**config.mk**
```make
export PLATFORM = sky130hd
export DESIGN_NAME = music_event_to_midi_transcoder_top
export DESIGN_NICKNAME = d
export VERILOG_FILES = /design/src/rtl/mevmidi_pkg.sv /design/src/rtl/music_event_to_midi_transcoder_top.sv /design/src/rtl/mevmidi_front.sv /design/src/rtl/mevmidi_queue.sv /design/src/rtl/mevmidi_back.sv
export SDC_FILE = /design/constraint.sdc
export NUM_CORES = 1
export LEC_CHECK = 0
export BUFFER_PORTS_ARGS = -buffer_cell sky130_fd_sc_hd__buf_2
export CAP_MARGIN = 30
export CORE_MARGIN = 1
export CORE_UTILIZATION = 63
export CTS_CLUSTER_SIZE = 12
export DETAILED_ROUTE_END_ITERATION = 10
export PLACE_DENSITY_LB_ADDON = 0.25
export SLEW_MARGIN = 40
export SYNTH_ARGS = -nofsm -noshare
export SYNTH_HDL_FRONTEND = slang
export SYNTH_HIERARCHICAL = 1
export SYNTH_SLANG_ARGS = --single-unit
```
**constraint.sdc**
```tcl
create_clock -name clk_i -period 4.5 [get_ports clk_i]
set_input_delay 0.225 -clock clk_i [delete_from_list [all_inputs] [get_ports clk_i]]
set_output_delay 0.225 -clock clk_i [all_outputs]
set_load 0.1 [all_outputs]
```
**src/rtl/mevmidi_pkg.sv**
```systemverilog
`default_nettype none

package mevmidi_pkg;

  // queue between front and back
  localparam int unsigned QUEUE_DEPTH = 4;

  // midi event bytes
  localparam logic [7:0] MIDI_NOTE_ON  = 8'h90;
  localparam logic [7:0] MIDI_CTRL     = 8'hB0;
  localparam logic [7:0] MIDI_PROG     = 8'hC0;
  localparam logic [7:0] MIDI_BEND     = 8'hE0;
  localparam logic [7:0] CC_VOLUME     = 8'h07;
  localparam logic [7:0] CC_PAN        = 8'h0A;
  localparam logic [7:0] CC_DRUM       = 8'h67;
  localparam logic [7:0] CC_LOOP       = 8'h6F;
  localparam logic [7:0] META_PREFIX   = 8'hFF;
  localparam logic [7:0] META_PORT     = 8'h20;
  localparam logic [7:0] META_EOT      = 8'h2F;
  localparam logic [7:0] NO_NOTE       = 8'hFF;

  // source track commands
  localparam logic [7:0] CMD_NOTE_OFF   = 8'h90;
  localparam logic [7:0] CMD_TRACK_END  = 8'h91;
  localparam logic [7:0] CMD_PROGRAM    = 8'h92;
  localparam logic [7:0] CMD_BEND       = 8'h95;
  localparam logic [7:0] CMD_VOLUME     = 8'h96;
  localparam logic [7:0] CMD_DRUM       = 8'h97;
  localparam logic [7:0] CMD_LOOP_BACK  = 8'h98;
  localparam logic [7:0] CMD_LAST_OFF   = 8'h99;
  localparam logic [7:0] CMD_PAN        = 8'h9B;
  localparam logic [7:0] CMD_LOOP_START = 8'h9C;
  localparam logic [7:0] CMD_CTRL       = 8'h9D;
  localparam logic [7:0] CMD_CTRL_VALUE = 8'h9E;

  // parser phase
  typedef enum logic [3:0] {
    PH_DELAY = 4'b0001,
    PH_CMD   = 4'b0010,
    PH_PARAM = 4'b0100,
    PH_ENDED = 4'b1000
  } phase_e;

  // byte templates the back end plays out
  typedef enum logic [2:0] {
    JOB_ONE,        // b
    JOB_TWO,        // s b
    JOB_THREE,      // s a b
    JOB_CHSEL,      // ff 20 01 b
    JOB_END,        // ff 2f 00
    JOB_LOOP_BACK,  // s 6f 01 00 ff 2f 00
    JOB_RENOTE      // s a 00 00 s a b
  } job_e;

  typedef struct packed {
    job_e       op;
    logic [7:0] s;
    logic [7:0] a;
    logic [7:0] b;
    logic       dno;
    logic       unk;
  } job_t;

  // index of the final byte of a job
  function automatic logic [2:0] job_last(input job_e op);
    logic [2:0] r;
    unique case (op)
      JOB_ONE:       r = 3'd0;
      JOB_TWO:       r = 3'd1;
      JOB_THREE:     r = 3'd2;
      JOB_CHSEL:     r = 3'd3;
      JOB_END:       r = 3'd2;
      JOB_LOOP_BACK: r = 3'd6;
      JOB_RENOTE:    r = 3'd6;
      default:       r = 3'd0;
    endcase
    return r;
  endfunction

  // byte of a job at a given index
  function automatic logic [7:0] job_byte(input job_t j, input logic [2:0] idx);
    logic [7:0] r;
    r = 8'h00;
    unique case (j.op)
      JOB_ONE: r = j.b;
      JOB_TWO: r = (idx == 3'd0) ? j.s : j.b;
      JOB_THREE: begin
        unique case (idx)
          3'd0:    r = j.s;
          3'd1:    r = j.a;
          default: r = j.b;
        endcase
      end
      JOB_CHSEL: begin
        unique case (idx)
          3'd0:    r = META_PREFIX;
          3'd1:    r = META_PORT;
          3'd2:    r = 8'h01;
          default: r = j.b;
        endcase
      end
      JOB_END: begin
        unique case (idx)
          3'd0:    r = META_PREFIX;
          3'd1:    r = META_EOT;
          default: r = 8'h00;
        endcase
      end
      JOB_LOOP_BACK: begin
        unique case (idx)
          3'd0:    r = j.s;
          3'd1:    r = CC_LOOP;
          3'd2:    r = 8'h01;
          3'd3:    r = 8'h00;
          3'd4:    r = META_PREFIX;
          3'd5:    r = META_EOT;
          default: r = 8'h00;
        endcase
      end
      JOB_RENOTE: begin
        unique case (idx)
          3'd0, 3'd4: r = j.s;
          3'd1, 3'd5: r = j.a;
          3'd6:       r = j.b;
          default:    r = 8'h00;
        endcase
      end
      default: r = 8'h00;
    endcase
    return r;
  endfunction

endpackage

`default_nettype wire

```
**src/rtl/music_event_to_midi_transcoder_top.sv**
```systemverilog
// channel | direction | handshake                 | payload
// in      | input     | in_valid_i / in_stall_o   | data_byte_i, track_start_i
// out     | output    | out_valid_o / out_stall_i | out_byte_o plus four flag outputs
//
// the front parses one byte per cycle while the job queue has room
// the back emits one result byte per cycle while out_stall_i is low, so an input byte yields 0 to 7 result bytes
// when the back is idle, the first result byte is registered in the job queue and then in the output register
// rst_ni clears the parser, the queue and the output valid
// in_stall_o rises only when the queue is full; out_stall_i holds the output register

`default_nettype none

module music_event_to_midi_transcoder_top
  import mevmidi_pkg::*;
#(
  parameter int unsigned QueueDepth = QUEUE_DEPTH
) (
  input  wire logic       clk_i,
  input  wire logic       rst_ni,
  input  wire logic       in_valid_i,
  output logic            in_stall_o,
  input  wire logic [7:0] data_byte_i,
  input  wire logic       track_start_i,
  output logic            out_valid_o,
  input  wire logic       out_stall_i,
  output logic [7:0]      out_byte_o,
  output logic            last_of_run_o,
  output logic            track_done_o,
  output logic            unknown_command_o,
  output logic            double_note_off_o
);

  logic accept;
  logic push, pop, empty, full;
  job_t job_in, job_head;

  assign in_stall_o = full;
  assign accept     = in_valid_i && !full;

  // parser
  mevmidi_front u_front (
    .clk_i         (clk_i),
    .rst_ni        (rst_ni),
    .accept_i      (accept),
    .data_byte_i   (data_byte_i),
    .track_start_i (track_start_i),
    .push_o        (push),
    .job_o         (job_in)
  );

  // job queue
  mevmidi_queue #(
    .Depth (QueueDepth)
  ) u_queue (
    .clk_i   (clk_i),
    .rst_ni  (rst_ni),
    .push_i  (push),
    .job_i   (job_in),
    .pop_i   (pop),
    .head_o  (job_head),
    .empty_o (empty),
    .full_o  (full)
  );

  // byte emitter
  mevmidi_back u_back (
    .clk_i             (clk_i),
    .rst_ni            (rst_ni),
    .head_i            (job_head),
    .empty_i           (empty),
    .pop_o             (pop),
    .out_valid_o       (out_valid_o),
    .out_stall_i       (out_stall_i),
    .out_byte_o        (out_byte_o),
    .last_of_run_o     (last_of_run_o),
    .track_done_o      (track_done_o),
    .unknown_command_o (unknown_command_o),
    .double_note_off_o (double_note_off_o)
  );

endmodule

`default_nettype wire

```
**src/rtl/mevmidi_front.sv**
```systemverilog
`default_nettype none

module mevmidi_front
  import mevmidi_pkg::*;
(
  input  wire logic       clk_i,
  input  wire logic       rst_ni,
  input  wire logic       accept_i,
  input  wire logic [7:0] data_byte_i,
  input  wire logic       track_start_i,
  output logic            push_o,
  output job_t            job_o
);

  phase_e     ph_q, ph_d;
  logic [7:0] pend_q, pend_d;
  logic [3:0] chan_q, chan_d;
  logic [7:0] prev_q, prev_d;

  phase_e     ph_eff;
  logic [7:0] pend_eff;
  logic [7:0] prev_eff;
  logic       has_job;
  logic [7:0] b;

  assign b = data_byte_i;

  // track start resets the parser phase, pending command and previous note before the byte is used
  always_comb begin
    ph_eff   = track_start_i ? PH_DELAY : ph_q;
    pend_eff = track_start_i ? 8'h00 : pend_q;
    prev_eff = track_start_i ? NO_NOTE : prev_q;
  end

  // classify the byte and update the parser
  always_comb begin
    ph_d    = ph_eff;
    pend_d  = pend_eff;
    chan_d  = chan_q;
    prev_d  = prev_eff;
    has_job = 1'b0;
    job_o   = '{op: JOB_ONE, s: 8'h00, a: 8'h00, b: b, dno: 1'b0, unk: 1'b0};

    unique case (ph_eff)
      PH_DELAY: begin
        has_job = 1'b1;
        if (!b[7]) ph_d = PH_CMD;
      end
      PH_CMD: begin
        priority if (!b[7]) begin
          pend_d = b;
          ph_d   = PH_PARAM;
        end else if (b[6:4] == 3'b000) begin
          chan_d   = b[3:0];
          has_job  = 1'b1;
          job_o.op = JOB_CHSEL;
          job_o.b  = {4'h0, b[3:0]};
          ph_d     = PH_DELAY;
        end else begin
          unique case (b)
            CMD_NOTE_OFF, CMD_PROGRAM, CMD_BEND, CMD_VOLUME, CMD_DRUM, CMD_PAN,
            CMD_CTRL: begin
              pend_d = b;
              ph_d   = PH_PARAM;
            end
            CMD_LOOP_START: begin
              has_job  = 1'b1;
              job_o.op = JOB_THREE;
              job_o.s  = MIDI_CTRL | {4'h0, chan_q};
              job_o.a  = CC_LOOP;
              job_o.b  = 8'h00;
              ph_d     = PH_DELAY;
            end
            CMD_LOOP_BACK: begin
              has_job  = 1'b1;
              job_o.op = JOB_LOOP_BACK;
              job_o.s  = MIDI_CTRL | {4'h0, chan_q};
              ph_d     = PH_ENDED;
            end
            CMD_TRACK_END: begin
              has_job  = 1'b1;
              job_o.op = JOB_END;
              ph_d     = PH_ENDED;
            end
            CMD_LAST_OFF: begin
              has_job   = 1'b1;
              job_o.op  = JOB_THREE;
              job_o.s   = MIDI_NOTE_ON | {4'h0, chan_q};
              job_o.a   = prev_eff;
              job_o.b   = 8'h00;
              job_o.dno = (prev_eff == NO_NOTE);
              prev_d    = NO_NOTE;
              ph_d      = PH_DELAY;
            end
            default: begin
              // unknown command: flag it, drop the byte, stay in this phase
              has_job   = 1'b1;
              job_o.op  = JOB_ONE;
              job_o.b   = 8'h00;
              job_o.unk = 1'b1;
            end
          endcase
        end
      end
      PH_PARAM: begin
        ph_d = PH_DELAY;
        if (!pend_eff[7]) begin
          // note with velocity, repeated note gets a note-off first
          has_job  = 1'b1;
          job_o.op = (prev_eff == pend_eff) ? JOB_RENOTE : JOB_THREE;
          job_o.s  = MIDI_NOTE_ON | {4'h0, chan_q};
          job_o.a  = pend_eff;
          prev_d   = pend_eff;
        end else begin
          unique case (pend_eff)
            CMD_NOTE_OFF: begin
              has_job  = 1'b1;
              job_o.op = JOB_THREE;
              job_o.s  = MIDI_NOTE_ON | {4'h0, chan_q};
              job_o.a  = b;
              job_o.b  = 8'h00;
            end
            CMD_PROGRAM: begin
              has_job  = 1'b1;
              job_o.op = JOB_TWO;
              job_o.s  = MIDI_PROG | {4'h0, chan_q};
            end
            CMD_BEND: begin
              has_job  = 1'b1;
              job_o.op = JOB_THREE;
              job_o.s  = MIDI_BEND | {4'h0, chan_q};
              job_o.a  = 8'h00;
            end
            CMD_VOLUME: begin
              has_job  = 1'b1;
              job_o.op = JOB_THREE;
              job_o.s  = MIDI_CTRL | {4'h0, chan_q};
              job_o.a  = CC_VOLUME;
            end
            CMD_DRUM: begin
              has_job  = 1'b1;
              job_o.op = JOB_THREE;
              job_o.s  = MIDI_CTRL | {4'h0, chan_q};
              job_o.a  = CC_DRUM;
            end
            CMD_PAN: begin
              has_job  = 1'b1;
              job_o.op = JOB_THREE;
              job_o.s  = MIDI_CTRL | {4'h0, chan_q};
              job_o.a  = CC_PAN;
            end
            CMD_CTRL: begin
              has_job  = 1'b1;
              job_o.op = JOB_TWO;
              job_o.s  = MIDI_CTRL | {4'h0, chan_q};
              pend_d   = CMD_CTRL_VALUE;
              ph_d     = PH_PARAM;
            end
            CMD_CTRL_VALUE: begin
              has_job  = 1'b1;
              job_o.op = JOB_ONE;
              pend_d   = CMD_CTRL;
            end
            default: begin
              has_job = 1'b0;
            end
          endcase
        end
      end
      default: begin
        // ended: nothing until the next track start
        has_job = 1'b0;
      end
    endcase
  end

  assign push_o = accept_i && has_job;

  // parser state
  always_ff @(posedge clk_i or negedge rst_ni) begin
    if (!rst_ni) begin
      ph_q   <= PH_DELAY;
      pend_q <= 8'h00;
      chan_q <= 4'h0;
      prev_q <= NO_NOTE;
    end else if (accept_i) begin
      ph_q   <= ph_d;
      pend_q <= pend_d;
      chan_q <= chan_d;
      prev_q <= prev_d;
    end
  end

endmodule

`default_nettype wire

```
**src/rtl/mevmidi_queue.sv**
```systemverilog
`default_nettype none

module mevmidi_queue
  import mevmidi_pkg::*;
#(
  parameter int unsigned Depth = QUEUE_DEPTH
) (
  input  wire logic clk_i,
  input  wire logic rst_ni,
  input  wire logic push_i,
  input  job_t      job_i,
  input  wire logic pop_i,
  output job_t      head_o,
  output logic      empty_o,
  output logic      full_o
);

  localparam int unsigned AW = (Depth > 1) ? $clog2(Depth) : 1;
  localparam int unsigned CW = $clog2(Depth + 1);
  localparam logic [AW-1:0] LAST_PTR = AW'(Depth - 1);
  localparam logic [CW-1:0] FULL_CNT = CW'(Depth);

  job_t          mem_q [Depth];
  logic [AW-1:0] wr_q, rd_q;
  logic [CW-1:0] cnt_q;
  logic          do_push, do_pop;

  assign empty_o = (cnt_q == '0);
  assign full_o  = (cnt_q == FULL_CNT);
  assign head_o  = mem_q[rd_q];
  assign do_push = push_i && !full_o;
  assign do_pop  = pop_i && !empty_o;

  // pointers and fill count
  always_ff @(posedge clk_i or negedge rst_ni) begin
    if (!rst_ni) begin
      wr_q  <= '0;
      rd_q  <= '0;
      cnt_q <= '0;
    end else begin
      if (do_push) wr_q <= (wr_q == LAST_PTR) ? '0 : wr_q + 1'b1;
      if (do_pop)  rd_q <= (rd_q == LAST_PTR) ? '0 : rd_q + 1'b1;
      unique case ({do_push, do_pop})
        2'b10:   cnt_q <= cnt_q + 1'b1;
        2'b01:   cnt_q <= cnt_q - 1'b1;
        default: cnt_q <= cnt_q;
      endcase
    end
  end

  // entry storage
  always_ff @(posedge clk_i) begin
    if (do_push) mem_q[wr_q] <= job_i;
  end

endmodule

`default_nettype wire

```
**src/rtl/mevmidi_back.sv**
```systemverilog
`default_nettype none

module mevmidi_back
  import mevmidi_pkg::*;
(
  input  wire logic       clk_i,
  input  wire logic       rst_ni,
  input  job_t            head_i,
  input  wire logic       empty_i,
  output logic            pop_o,
  output logic            out_valid_o,
  input  wire logic       out_stall_i,
  output logic [7:0]      out_byte_o,
  output logic            last_of_run_o,
  output logic            track_done_o,
  output logic            unknown_command_o,
  output logic            double_note_off_o
);

  logic [2:0] idx_q;
  logic       valid_q;
  logic       load;
  logic       is_last;
  logic [7:0] byte_q;
  logic       lor_q, done_q, unk_q, dno_q;

  assign load    = !valid_q || !out_stall_i;
  assign is_last = (idx_q == job_last(head_i.op));
  assign pop_o   = load && !empty_i && is_last;

  // byte index within the current job and output valid
  always_ff @(posedge clk_i or negedge rst_ni) begin
    if (!rst_ni) begin
      idx_q   <= 3'd0;
      valid_q <= 1'b0;
    end else if (load) begin
      valid_q <= !empty_i;
      if (!empty_i) idx_q <= is_last ? 3'd0 : idx_q + 3'd1;
    end
  end

  // output payload
  always_ff @(posedge clk_i) begin
    if (load && !empty_i) begin
      byte_q <= job_byte(head_i, idx_q);
      lor_q  <= is_last;
      done_q <= is_last && ((head_i.op == JOB_END) || (head_i.op == JOB_LOOP_BACK));
      unk_q  <= head_i.unk;
      dno_q  <= head_i.dno;
    end
  end

  assign out_valid_o       = valid_q;
  assign out_byte_o        = byte_q;
  assign last_of_run_o     = lor_q;
  assign track_done_o      = done_q;
  assign unknown_command_o = unk_q;
  assign double_note_off_o = dno_q;

endmodule

`default_nettype wire

```
==> metrics.md, run 1 <==
| Metric | Value |
|---|---|
| Die area | `14400 um2` |
| Via count | `6227` |
| First-pass GRT wire length | `33700 um` |
| Top Layer Used | `met4` |
| Chip height | `120 um` |
| P per Cell Area | `701 nW/um2` |
| Global route overflow | `0` |
| Layout filler cell count | `917` |
| Async set-or-reset flop fraction in the synthesized netlist | `21.5%` |
| Post-CTS setup repair buffer count | `0` |
| Vias in the first global route | `6069` |
| Post-Layout Inst Area | `9540 um2` |
| Fmax | `0.285 GHz` |
| Yosys warnings | `6` |
| Largest net degree at the start of global routing | `36` |
| Met1 wire length | `8950 um` |
| Hold Buf Count CTS | `1` |
| Synth Area in Simple Gates | `14.7%` |
| Count of cell types in the netlist | `84` |
| Slowest CP cell | `mux4_1` |
| Worst-case clock buffer depth | `2` |
| Syn avg cell area | `12.4 um2` |
| Cells along the critical path | `buf_4, mux4_1, buf_4, nor3_1, o31a_2, and2_2, nand2b_4, inv_1, ha_1, inv_1, fa_1, xor2_1, nor2_1, xor2_1` |
| VDD IR max | `0.000428 V` |
| Setup TNS | `0 ns` |
| Share of layout cells above drive strength 1 | `19.8%` |
| Synth top area share | `44.0%` |
| Std cell rows | `42` |
| Critical path arrival | `3.86 ns` |
| Hold Slack | `0.0262 ns` |
| # Max-Cap Violations | `0` |
| Internal Pwr Total | `3.93 mW` |
| Complex-gate fraction of the synthesized area | `14.5%` |
| Largest stage delay, worst path | `0.58 ns` |
| Reg power frac | `34.3%` |
| I/O pins | `27` |
| Top cells by area, synth | `edfxtp_1 (44%), dfrtp_1 (7.4%), mux4_2 (7.2%), dfstp_2 (2.7%), a21oi_1 (2.1%)` |
| Status | `complete, no violations` |
| Final setup margin | `0.994 ns` |
| Depth of the CTS H-tree | `4` |
| Clk root buf | `clkbuf_16` |
| Unrepaired setup endpoints after global routing | `false` |
| Wirelength per Cell | `24.1 um` |
| Critical path class | `register to register` |
| CTS-repair resized insts | `0` |
| DR WL met3 | `1610 um` |
| Post-synth EDFFs | `128` |
| Worst clock skew | `0.0108 ns` |
| Worst Setup Slack post-DPL | `1.08 ns` |
| Top_reg_cell synth | `edfxtp_1` |
| Die Width | `120 um` |
| Minimum clock period | `3.51 ns` |
| Synth area leader | `edfxtp_1` |
| Initial Util | `65.3%` |
| Initial antenna violation count | `0` |
| Final Wtd Congestion | `0.969` |
| Syn Inst Count | `703` |
| Critical path startpoint category | `register` |
| Critical path fanouts, max | `23` |
| Core outline area | `13400 um2` |
| Crit end category | `register` |
| Syn Nets | `728` |
| GRT Util Overall | `32.0%` |
| Leak Pwr | `3.60 nW` |
| Post-synthesis adder-cell area fraction | `1.80%` |
| Seq/Total Area, Yosys | `54.1%` |
| CTS buffer count | `17` |
| Final hold vios | `0` |
| Clk pwr share | `22.1%` |
| Antenna diodes | `0` |
| Clock latency on the worst-skew pair | `0.43 ns` |
| Largest family of logic cells by synthesized area | `simple AND/OR/NAND/NOR gates` |
| Hold Crit Class | `primary input to register` |
| Clk sinks | `163` |
| Area growth from synthesis to layout | `9.13%` |
| Clk slew on worst S/H paths | `0.06 ns` |
| NumNets Final | `741` |
| Yosys reg bits | `163` |
| DRC | `0` |
| Dpl cell area | `8930 um2` |
| Routed met2 length | `10700 um` |
| Routed WL | `21800 um` |
| Final period util | `77.9%` |
| Multiplexer area fraction after synthesis | `9.31%` |
| DPL Wire Length | `14900 um` |
| NetSw | `2.76 mW` |
| Via/cell ratio | `6.88` |
| Slew @ Worst Pin | `0.830 ns` |
| Slew Limit Fails | `0` |
| Mapped cell area | `8740 um2` |
| First DRT Iteration DRCs | `751` |
| CP required | `4.85 ns` |
| Max_slew headroom | `44.6%` |
| Count of input and output buffers | `26` |
| Pre-Repair DR Iteration Count | `6` |
| # setup viols final | `0` |
| Combinational share of power | `43.6%` |
| TritonCTS clock tree | `done` |
| DRT antenna net count | `0` |
| Synth Area in XOR/XNOR | `1.50%` |
| Post-Route Utilization | `71.2%` |
| Sw frac | `41.3%` |
[worst max-delay path: cells and delay by family, from the launching register on]
kind | cells | cell delay, ns
and+or+nand+nor | 4 | 0.69
buffers and inverters | 4 | 0.64
muxes | 1 | 0.58
adders and majority gates | 2 | 0.56
DFF | 1 | 0.41
xor gates and xnor gates | 2 | 0.29
AOI/OAI and AO/OA | 1 | 0.26
[cell usage in the layout (no fill, tap or decap), drive strengths merged, types with 5 or more instances in the layout]
cell type	n
mux4	29
and2	12
o21ai	30
nor3b	8
a21o	7
edfxtp	128
nand2b	16
mux2	8
nand2	45
and3b	8
clkinv	5
inv	33
dfrtp	26
o22ai	6
nand3	19
o211ai	8
nand4	10
o221ai	5
a31oi	7
xnor2	5
a21oi	36
a32oi	5
a211oi	6
and3	6
a22oi	10
o21bai	6
a31o	5
nor2	32
nor2b	19
clkbuf	19
dfstp	9
ha	11
o21a	8
mux2i	6
buf	35
a211o	8
nor3	16
or3	9
xor2	10
[layer usage]
| metal | up-vias | global-route usage, % |
|---|---|---|
| li1 | 2756 | - |
| met1 | 3088 | 43.1 |
| met2 | 333 | 51.8 |
| met3 | 50 | 5.56 |
| met4 | 0 | 13.5 |
| met5 | - | 0 |
[Yosys cell counts, types with 7 or more instances]
master and instances:
nor2_1 32, nand2_1 45, nand3_1 19, and2_1 7, inv_1 28, a211o_1 7
o21ai_0 26, clkbuf_1 19, dfstp_2 9, a22oi_1 10, dfrtp_1 26, and3b_1 8
buf_2 10, a31oi_1 7, nor2b_1 17, ha_1 11, a21o_1 7, o211ai_1 8
nand2b_1 15, edfxtp_1 128, or3_1 8, nor3b_1 7, o21a_1 8, nand4_1 9
mux4_2 28, a21oi_1 36, buf_6 9, xor2_1 10, nor3_1 14
[flip-flops by register name, indices dropped and copies added (netlist names)]
register	count
u_queue/wr_q	2
u_front/pend_q	8
u_back/double_note_off_o	1
u_back/out_byte_o	8
u_back/unknown_command_o	1
u_queue/mem_q	116
u_back/idx_q	3
u_back/last_of_run_o	1
u_queue/cnt_q	3
u_back/track_done_o	1
u_front/chan_q	4
u_back/out_valid_o	1
u_front/ph_q	4
u_front/prev_q	8
u_queue/rd_q	2
[cell families (layout without fill, tap and decap cells)]
kind of cell,count (synthesis),after routing
AOI/OAI and AO/OA,180,180
DFF,163,163
muxes,43,43
and+or+nand+nor,219,219
xor gates and xnor gates,15,15
buffers and inverters,71,97
adders and majority gates,12,12
[power groups by stage]
stage	clock network (mW)	logic, mW	registers [mW]
after CTS	1.50	2.88	2.29
after global placement	0	2.84	2.29
after global routing	1.55	3.10	2.32
after floorplan	0	1.99	2.57
final	1.48	2.92	2.29
after detailed placement	0	2.87	2.31
[worst paths after layout]
kind,start,endpoint,slack (ns),depth (start not counted)
worst max-delay path,u_queue/rd_q[0],u_queue/cnt_q[2],0.99,14
worst min-delay path,out_stall_i,u_back/out_valid_o,0.03,3
worst max register to register,u_queue/rd_q[0],u_queue/cnt_q[2],0.99,14
worst min register to register,u_front/prev_q[0],u_front/prev_q[0],0.50,2
max in group asynchronous,rst_ni,u_front/prev_q[7],3.81,2
min in group asynchronous,rst_ni,u_front/ph_q[2],0.31,2
[through the flow]
stage	power, mW	std cells
floorplan	4.56	703
global placement	5.13	872
detailed placement	5.18	872
CTS	6.67	905
global route	6.97	905
finish	6.69	905
[area by class of cell]
class,instances,area [um2],share of cell area [%]
Multi-Input combinational cell,469,3660,38.4
Tap cell,176,220,2.31
Sequential cell,163,4730,49.6
Clock buffer,19,433,4.54
Inverter,29,109,1.14
Clock inverter,13,173,1.81
Timing Repair Buffer,36,210,2.20
Note: power is estimated with default switching activity, not from simulation.
==> inputs of run 2 (changes only) <==
==> constraint.sdc (replaced) <==
create_clock -name clk_i -period 3.6 [get_ports clk_i]
set_input_delay 0.18 -clock clk_i [delete_from_list [all_inputs] [get_ports clk_i]]
set_output_delay 0.18 -clock clk_i [all_outputs]
set_load 0.1 [all_outputs]
==> run 2 against run 1 <==
Design area rose by 1.5%; clock skew decreased by 0.00077 ns; power grew 27%; critical path depth shrank 1; hold slack gained 0.087 ns; critical path type unchanged.
==> metrics.md, run 2 (synthesized netlist as in run 1, its figures left out) <==
| Metric | Value |
|---|---|
| Worst clock skew | `0.0100 ns (was 0.0108 ns)` |
| NumNets Final | `755 (was 741)` |
| Worst hold stages | `3 (unchanged)` |
| Unrepaired setup endpoints after global routing | `false (unchanged)` |
| Post-Layout Inst Area | `9680 um2 (was 9540 um2)` |
| Core outline area | `13400 um2 (unchanged)` |
| Hold Slack | `0.113 ns (was 0.0262 ns)` |
| R2r worst-path depth | `13 (was 14)` |
| # Max-Cap Violations | `0 (unchanged)` |
| Critical path startpoint category | `register (unchanged)` |
| Clk root buf | `clkbuf_16 (unchanged)` |
| Reg2Reg Setup Slack | `0.29 ns (was 0.99 ns)` |
| Max_slew headroom | `38.8% (was 44.6%)` |
| Fmax | `0.303 GHz (was 0.285 GHz)` |
| Std cell rows | `42 (unchanged)` |
| P per Cell Area | `874 nW/um2 (was 701 nW/um2)` |
| Commonest non-fill, non-tap cell in the layout | `edfxtp_1 (unchanged)` |
| Initial antenna violation count | `0 (unchanged)` |
| Commonest non-fill, non-tap cells in the layout | `edfxtp_1 (128), nand2_1 (45), a21oi_1 (36) (unchanged)` |
| First DRT Iteration DRCs | `734 (was 751)` |
| Largest net degree at the start of global routing | `36 (unchanged)` |
| Critical path fanouts, max | `10 (was 23)` |
| Hold Crit Class | `primary input to register (unchanged)` |
| Crit end category | `register (unchanged)` |
| Clock latency on the worst-skew pair | `0.44 ns (was 0.43 ns)` |
| DRC | `0 (unchanged)` |
| Final hold vios | `0 (unchanged)` |
| Clk sinks | `163 (unchanged)` |
| Area growth from synthesis to layout | `10.7% (was 9.13%)` |
| Chip height | `120 um (unchanged)` |
| First-pass GRT wire length | `35700 um (was 33700 um)` |
| Vias in the first global route | `6296 (was 6069)` |
| Dpl cell area | `9070 um2 (was 8930 um2)` |
| Critical path arrival | `3.67 ns (was 3.86 ns)` |
| Leak Pwr | `3.68 nW (was 3.60 nW)` |
| Antenna diodes | `0 (unchanged)` |
| Worst hold path startpoint | `data_byte_i[5] (was out_stall_i)` |
| Slew Limit Fails | `0 (unchanged)` |
| Slew @ Worst Pin | `0.909 ns (was 0.830 ns)` |
| Critical path class | `register to register (unchanged)` |
| Global route overflow | `0 (unchanged)` |
| Status | `complete, no violations (unchanged)` |
| DPL Wire Length | `15400 um (was 14900 um)` |
| Worst R2R End | `u_queue/cnt_q[2] (unchanged)` |
| Post-Route Utilization | `72.3% (was 71.2%)` |
| Setup TNS | `0 ns (unchanged)` |
| Clk slew on worst S/H paths | `0.07 ns (was 0.06 ns)` |
| Top reg by flops | `u_queue/mem_q (unchanged)` |
| Final period util | `91.8% (was 77.9%)` |
| Wirelength per Cell | `24.8 um (was 24.1 um)` |
| GRT Util Overall | `34.0% (was 32.0%)` |
| Worst-case clock buffer depth | `2 (unchanged)` |
| R2r startpoint | `u_queue/rd_q[0] (unchanged)` |
| Final Wtd Congestion | `0.975 (was 0.969)` |
| Via/cell ratio | `6.85 (was 6.88)` |
| Minimum clock period | `3.31 ns (was 3.51 ns)` |
| Routed WL | `22800 um (was 21800 um)` |
| TritonCTS clock tree | `done (unchanged)` |
| Via count | `6298 (was 6227)` |
| Share of layout cells above drive strength 1 | `21.0% (was 19.8%)` |
| Pre-Repair DR Iteration Count | `6 (unchanged)` |
| Die area | `14400 um2 (unchanged)` |
| Depth of the CTS H-tree | `4 (unchanged)` |
| I/O pins | `27 (unchanged)` |
| CTS buffer count | `17 (unchanged)` |
| Die Width | `120 um (unchanged)` |
| Worst Hold Path EP | `u_front/pend_q[5] (was u_back/out_valid_o)` |
| DRT antenna net count | `0 (unchanged)` |
| VDD IR max | `0.000549 V (was 0.000428 V)` |
| CTS-repair resized insts | `0 (unchanged)` |
| # setup viols final | `0 (unchanged)` |
| CP required | `3.96 ns (was 4.85 ns)` |
| Initial Util | `65.3% (unchanged)` |
| Max FFs per register | `116 (unchanged)` |
| Count of input and output buffers | `26 (unchanged)` |
==> run 2: cell count changes in the layout (fill, tap and decap cells not counted), sizes merged <==
cell         before  now
buf              35   48
inv              33   37
clkinv            5    2
bufinv            3    2
clkbuf           19   18
clkinvlp          1    2
dlygate4sd3       1    2
==> run 2: final cells by class <==
type                       instances  area [um2]
clock buffer                      18         429
clock inverter                    14         166
fill                             919        3720
inverter                          29         109
multi-input combinational        469        3660
sequential                       163        4730
tap                              176         220
timing repair buffer              50         368
==> run 2: through the flow <==
stage | total power, mW | setup WS (ns) | instances
2_1_floorplan | 5.71 | 0.291 | 703
3_3_place_gp | 6.46 | 0.487 | 885
3_5_place_dp | 6.56 | 0.312 | 885
4_1_cts | 8.42 | 0.302 | 919
5_1_grt | 8.82 | 0.155 | 919
6_report | 8.47 | 0.295 | 919
==> run 2: worst max-delay path by stage <==
stage                     startpoint               end  depth (start not counted)  slack [ns]
finish               u_queue/rd_q[0]  u_queue/cnt_q[2]                         13        0.29
global route         u_queue/rd_q[0]  u_queue/cnt_q[2]                         13        0.15
CTS                  u_queue/rd_q[0]  u_queue/cnt_q[2]                         13        0.30
detailed placement   u_queue/rd_q[0]  u_queue/cnt_q[2]                         13        0.31
global placement     u_queue/rd_q[0]  u_queue/cnt_q[2]                         13        0.49
floorplan           u_queue/cnt_q[0]  u_queue/cnt_q[2]                         14        0.29
==> run 2: critical path: stages, from the launching register on <==
cell and delay (ns):
dfrtp_2 0.51, mux4_2 0.62, xor2_1 0.19, nor3_1 0.29, o31a_2 0.27, and2_2 0.20
nand2b_4 0.07, inv_1 0.05, ha_1 0.17, inv_1 0.06, fa_1 0.37, xor2_1 0.15
nor2_1 0.12, xor2_1 0.15
==> run 2: what timing repair did <==
action / in CTS / in global routing
setup endpoints to repair: 0 / 0
hold buffers: 2 / 0
endpoints found under the hold margin: 27 / 0
setup buffers: 0 / 0
==> run 2: per-layer routing <==
layer	vias to the layer above	GRT usage [%]	part of all wire, %
met2	384	56.5	50
met1	3080	44.3	38
met4	0	13.2	2.8
met5	-	0	0
li1	2777	-	-
met3	57	6.46	8.3
==> run 2: report_power, final <==
part / internal (mW) / switching (mW) / leakage (nW)
sequential: 2.50 / 0.332 / 1.65
combinational: 1.37 / 2.43 / 1.74
clock: 1.04 / 0.790 / 0.288
==> inputs of run 3 (changes only) <==
--- a/config.mk
+++ b/config.mk
@@ -5,6 +5,7 @@
 export SDC_FILE = /design/constraint.sdc
 export NUM_CORES = 1
 export LEC_CHECK = 0
+export ABC_AREA = 1
 export BUFFER_PORTS_ARGS = -buffer_cell sky130_fd_sc_hd__buf_2
 export CAP_MARGIN = 30
 export CORE_MARGIN = 1
==> run 3 against run 2 <==
Synthesized cell count is 52% higher; core utilization is 0.42 points lower; hold slack better by 0.047 ns; sequential share of layout area is 1.8 points lower; via count is 20% higher; first-iteration DRC count is 6.9% higher; highest routed layer unchanged.
==> metrics.md, run 3 <==
| Metric | Value |
|---|---|
| Via count | `7530 (was 6298)` |
| NetSw | `3.83 mW (was 3.56 mW)` |
| Commonest non-fill, non-tap cells in the layout | `nand2_1 (280), inv_1 (150), edfxtp_1 (128) (was edfxtp_1 (128), nand2_1 (45), a21oi_1 (36))` |
| Pre-Repair DR Iteration Count | `6 (unchanged)` |
| Core outline area | `14000 um2 (was 13400 um2)` |
| Sw frac | `46.0% (was 42.0%)` |
| Hold Crit Class | `primary input to register (unchanged)` |
| Met1 usage | `38.3% (was 44.3%)` |
| Hold Slack | `0.160 ns (was 0.113 ns)` |
| Clock latency on the worst-skew pair | `0.42 ns (was 0.44 ns)` |
| Std cell rows | `43 (was 42)` |
| Non-filler instance count after layout | `1289 (was 919)` |
| Most frequent cells after synthesis | `nand2_1 (280), inv_1 (150), edfxtp_1 (128), nor2_1 (112), o21ai_0 (73) (was edfxtp_1 (128), nand2_1 (45), a21oi_1 (36), nor2_1 (32))` |
| Worst-case clock buffer depth | `2 (unchanged)` |
| Critical path startpoint category | `register (unchanged)` |
| Clk slew on worst S/H paths | `0.07 ns (about the same)` |
| Largest net degree at the start of global routing | `73 (was 36)` |
| Synth top area share | `42.1% (was 44.0%)` |
| Critical path class | `register to register (unchanged)` |
| Max_slew headroom | `51.3% (was 38.8%)` |
| NumNets Final | `1121 (was 755)` |
| Slew @ Worst Pin | `0.731 ns (was 0.909 ns)` |
| Post-synth EDFFs | `128 (unchanged)` |
| Slew Limit Fails | `0 (unchanged)` |
| Critical path fanouts, max | `12 (was 10)` |
| Top reg by flops | `u_queue/mem_q (unchanged)` |
| Final setup margin | `0.333 ns (was 0.295 ns)` |
| Antenna diodes | `0 (unchanged)` |
| DRT antenna net count | `0 (unchanged)` |
| Initial Util | `65.3% (about the same)` |
| Leak Pwr | `4.42 nW (was 3.68 nW)` |
| First-pass GRT wire length | `35500 um (was 35700 um)` |
| Status | `complete, no violations (unchanged)` |
| Global route overflow | `0 (unchanged)` |
| # setup viols final | `0 (unchanged)` |
| Async set-or-reset flop fraction in the synthesized netlist | `21.5% (unchanged)` |
| Fmax | `0.306 GHz (was 0.303 GHz)` |
| I/O pins | `27 (unchanged)` |
| Final Wtd Congestion | `1.02 (was 0.975)` |
| GRT Util Overall | `31.5% (was 34.0%)` |
| # Max-Cap Violations | `0 (unchanged)` |
| Wirelength per Cell | `17.1 um (was 24.8 um)` |
| Worst Setup Slack post-DPL | `0.343 ns (was 0.312 ns)` |
| Critical path arrival | `3.59 ns (was 3.67 ns)` |
| Routing usage on met3 | `4.83% (was 6.46%)` |
| Placed cell count | `1255 (was 885)` |
| Post-CTS setup repair buffer count | `0 (unchanged)` |
| Via/cell ratio | `5.84 (was 6.85)` |
| Yosys reg bits | `163 (unchanged)` |
| Minimum clock period | `3.27 ns (was 3.31 ns)` |
| Post-Route Utilization | `71.8% (was 72.3%)` |
| Synth area leader | `edfxtp_1 (unchanged)` |
| Reg power frac | `32.7% (was 33.5%)` |
| Gr busiest metal | `met2 (unchanged)` |
| Count of input and output buffers | `26 (unchanged)` |
| Final hold vios | `0 (unchanged)` |
| Final period util | `90.7% (was 91.8%)` |
| Depth of the CTS H-tree | `4 (unchanged)` |
| Unrepaired setup endpoints after global routing | `false (unchanged)` |
| Internal Pwr Total | `4.50 mW (was 4.91 mW)` |
| P per Cell Area | `829 nW/um2 (was 874 nW/um2)` |
| Routed WL | `22000 um (was 22800 um)` |
| Syn avg cell area | `8.56 um2 (was 12.4 um2)` |
| Clk root buf | `clkbuf_16 (unchanged)` |
| Mapped cell area | `9130 um2 (was 8740 um2)` |
| Worst clock skew | `0.00820 ns (was 0.0100 ns)` |
| Yosys warnings | `6 (unchanged)` |
| TritonCTS clock tree | `done (unchanged)` |
| CTS buffer count | `17 (unchanged)` |
| First DRT Iteration DRCs | `785 (was 734)` |
| Area growth from synthesis to layout | `10.1% (was 10.7%)` |
| Count of cell types in the netlist | `48 (was 84)` |
| Die area | `15000 um2 (was 14400 um2)` |
| Top cells by area, synth | `edfxtp_1 (42%), nand2_1 (12%), dfrtp_1 (7.1%), inv_1 (6.2%), nor2_1 (4.6%) (was edfxtp_1 (44%), dfrtp_1 (7.4%), mux4_2 (7.2%), dfstp_2 (2.7%), a21oi_1 (2.1%))` |
| Most common cell in the netlist | `nand2_1 (was edfxtp_1)` |
| Seq/Total Area, Yosys | `51.8% (was 54.1%)` |
| Syn Nets | `1091 (was 728)` |
| Combinational share of power | `46.8% (was 44.9%)` |
| CP required | `3.92 ns (was 3.96 ns)` |
| Syn Inst Count | `1066 (was 703)` |
| Die Width | `122 um (was 120 um)` |
| Share of layout cells above drive strength 1 | `13.2% (was 21.0%)` |
| GRT met2 Usage | `52.1% (was 56.5%)` |
| DRC | `0 (unchanged)` |
| Crit end category | `register (unchanged)` |
| Max FFs per register | `116 (unchanged)` |
| Top_reg_cell synth | `edfxtp_1 (unchanged)` |
| Layout filler cell count | `1053 (was 919)` |
| Initial antenna violation count | `0 (unchanged)` |
| Vias in the first global route | `7227 (was 6296)` |
| Chip height | `122 um (was 120 um)` |
| Commonest non-fill, non-tap cell in the layout | `nand2_1 (was edfxtp_1)` |
| DPL Wire Length | `15500 um (was 15400 um)` |
| Clk sinks | `163 (unchanged)` |
| VDD IR max | `0.000425 V (was 0.000549 V)` |
| Tot Pwr | `8.33 mW (was 8.47 mW)` |
| Clk pwr share | `20.5% (was 21.7%)` |
-- run 3: per-stage QoR --
stage | area (um2) | setup TNS (ns)
floorplan | 9130 | -10.89
CTS | 10000 | 0
global placement | 9460 | 0
finish | 10000 | 0
detailed placement | 9470 | 0
global route | 10000 | 0
-- run 3: timing repair --
| action | in CTS | in global routing |
|---|---|---|
| hold buffers | 2 | 0 |
| endpoints found under the setup margin | 0 | 1 |
| resized for setup | 0 | 1 |
| hold endpoints to repair | 27 | 0 |
-- run 3: critical path: stages, from the launching register on --
cell	delay [ns]
dfrtp_1	0.40
inv_2	0.27
o211ai_1	0.14
nand2_1	0.26
inv_1	0.16
nand2_1	0.17
nand2_1	0.08
nand2_1	0.07
nand3_2	0.08
nor2_4	0.14
inv_2	0.05
nor2_1	0.19
nand2_1	0.12
inv_1	0.11
ha_1	0.18
inv_1	0.07
fa_1	0.38
nand2_1	0.10
nand3_1	0.08
nand2_1	0.06
nand2_1	0.05
-- run 3: area by class of cell --
class | count | area (um2) | area share [%]
Clock buffer | 17 | 425 | 4.23
Clock inverter | 15 | 131 | 1.31
Inverter | 159 | 597 | 5.94
Multi-Input combinational cell | 709 | 3590 | 35.8
Sequential cell | 163 | 4730 | 47.1
Tap cell | 180 | 225 | 2.24
Timing Repair Buffer | 46 | 342 | 3.40
-- run 3: path summary, 6_finish.rpt --
kind                                  from                end  slack, ns  cells after the start
hold / removal              data_byte_i[7]  u_front/pend_q[5]       0.16                      4
max in group asynchronous           rst_ni  u_front/prev_q[5]       2.97                      2
setup / recovery           u_queue/rd_q[1]   u_queue/cnt_q[2]       0.33                     20
hold reg to reg            u_front/ph_q[0]    u_front/ph_q[0]       0.48                      2
setup reg to reg           u_queue/rd_q[1]   u_queue/cnt_q[2]       0.33                     20
min in group asynchronous           rst_ni    u_back/idx_q[2]       0.25                      2
-- run 3: power by group through the flow --
| stage | combinational [mW] | clock, mW | sequential, mW |
|---|---|---|---|
| floorplan | 2.51 | 0 | 3.24 |
| global placement | 3.77 | 0 | 2.74 |
| detailed placement | 3.83 | 0 | 2.76 |
| CTS | 3.85 | 1.73 | 2.72 |
| global route | 4.30 | 1.79 | 2.77 |
| finish | 3.90 | 1.70 | 2.73 |
-- run 3: cell families after synthesis --
kind of cell	share of synthesized area [%]
AO/OA/AOI/OAI	14.0
AND/OR/NAND/NOR	23.4
adder cells (fa/ha/maj)	1.73
flip-flops	51.8
buffers and inverters	8.95
XOR/XNOR	0.192
-- run 3: routing by layer --
metal	vias up	routed length (um)
li1	3594	-
met1	3478	8800
met2	373	10700
met3	85	1450
met4	0	1110
met5	-	0
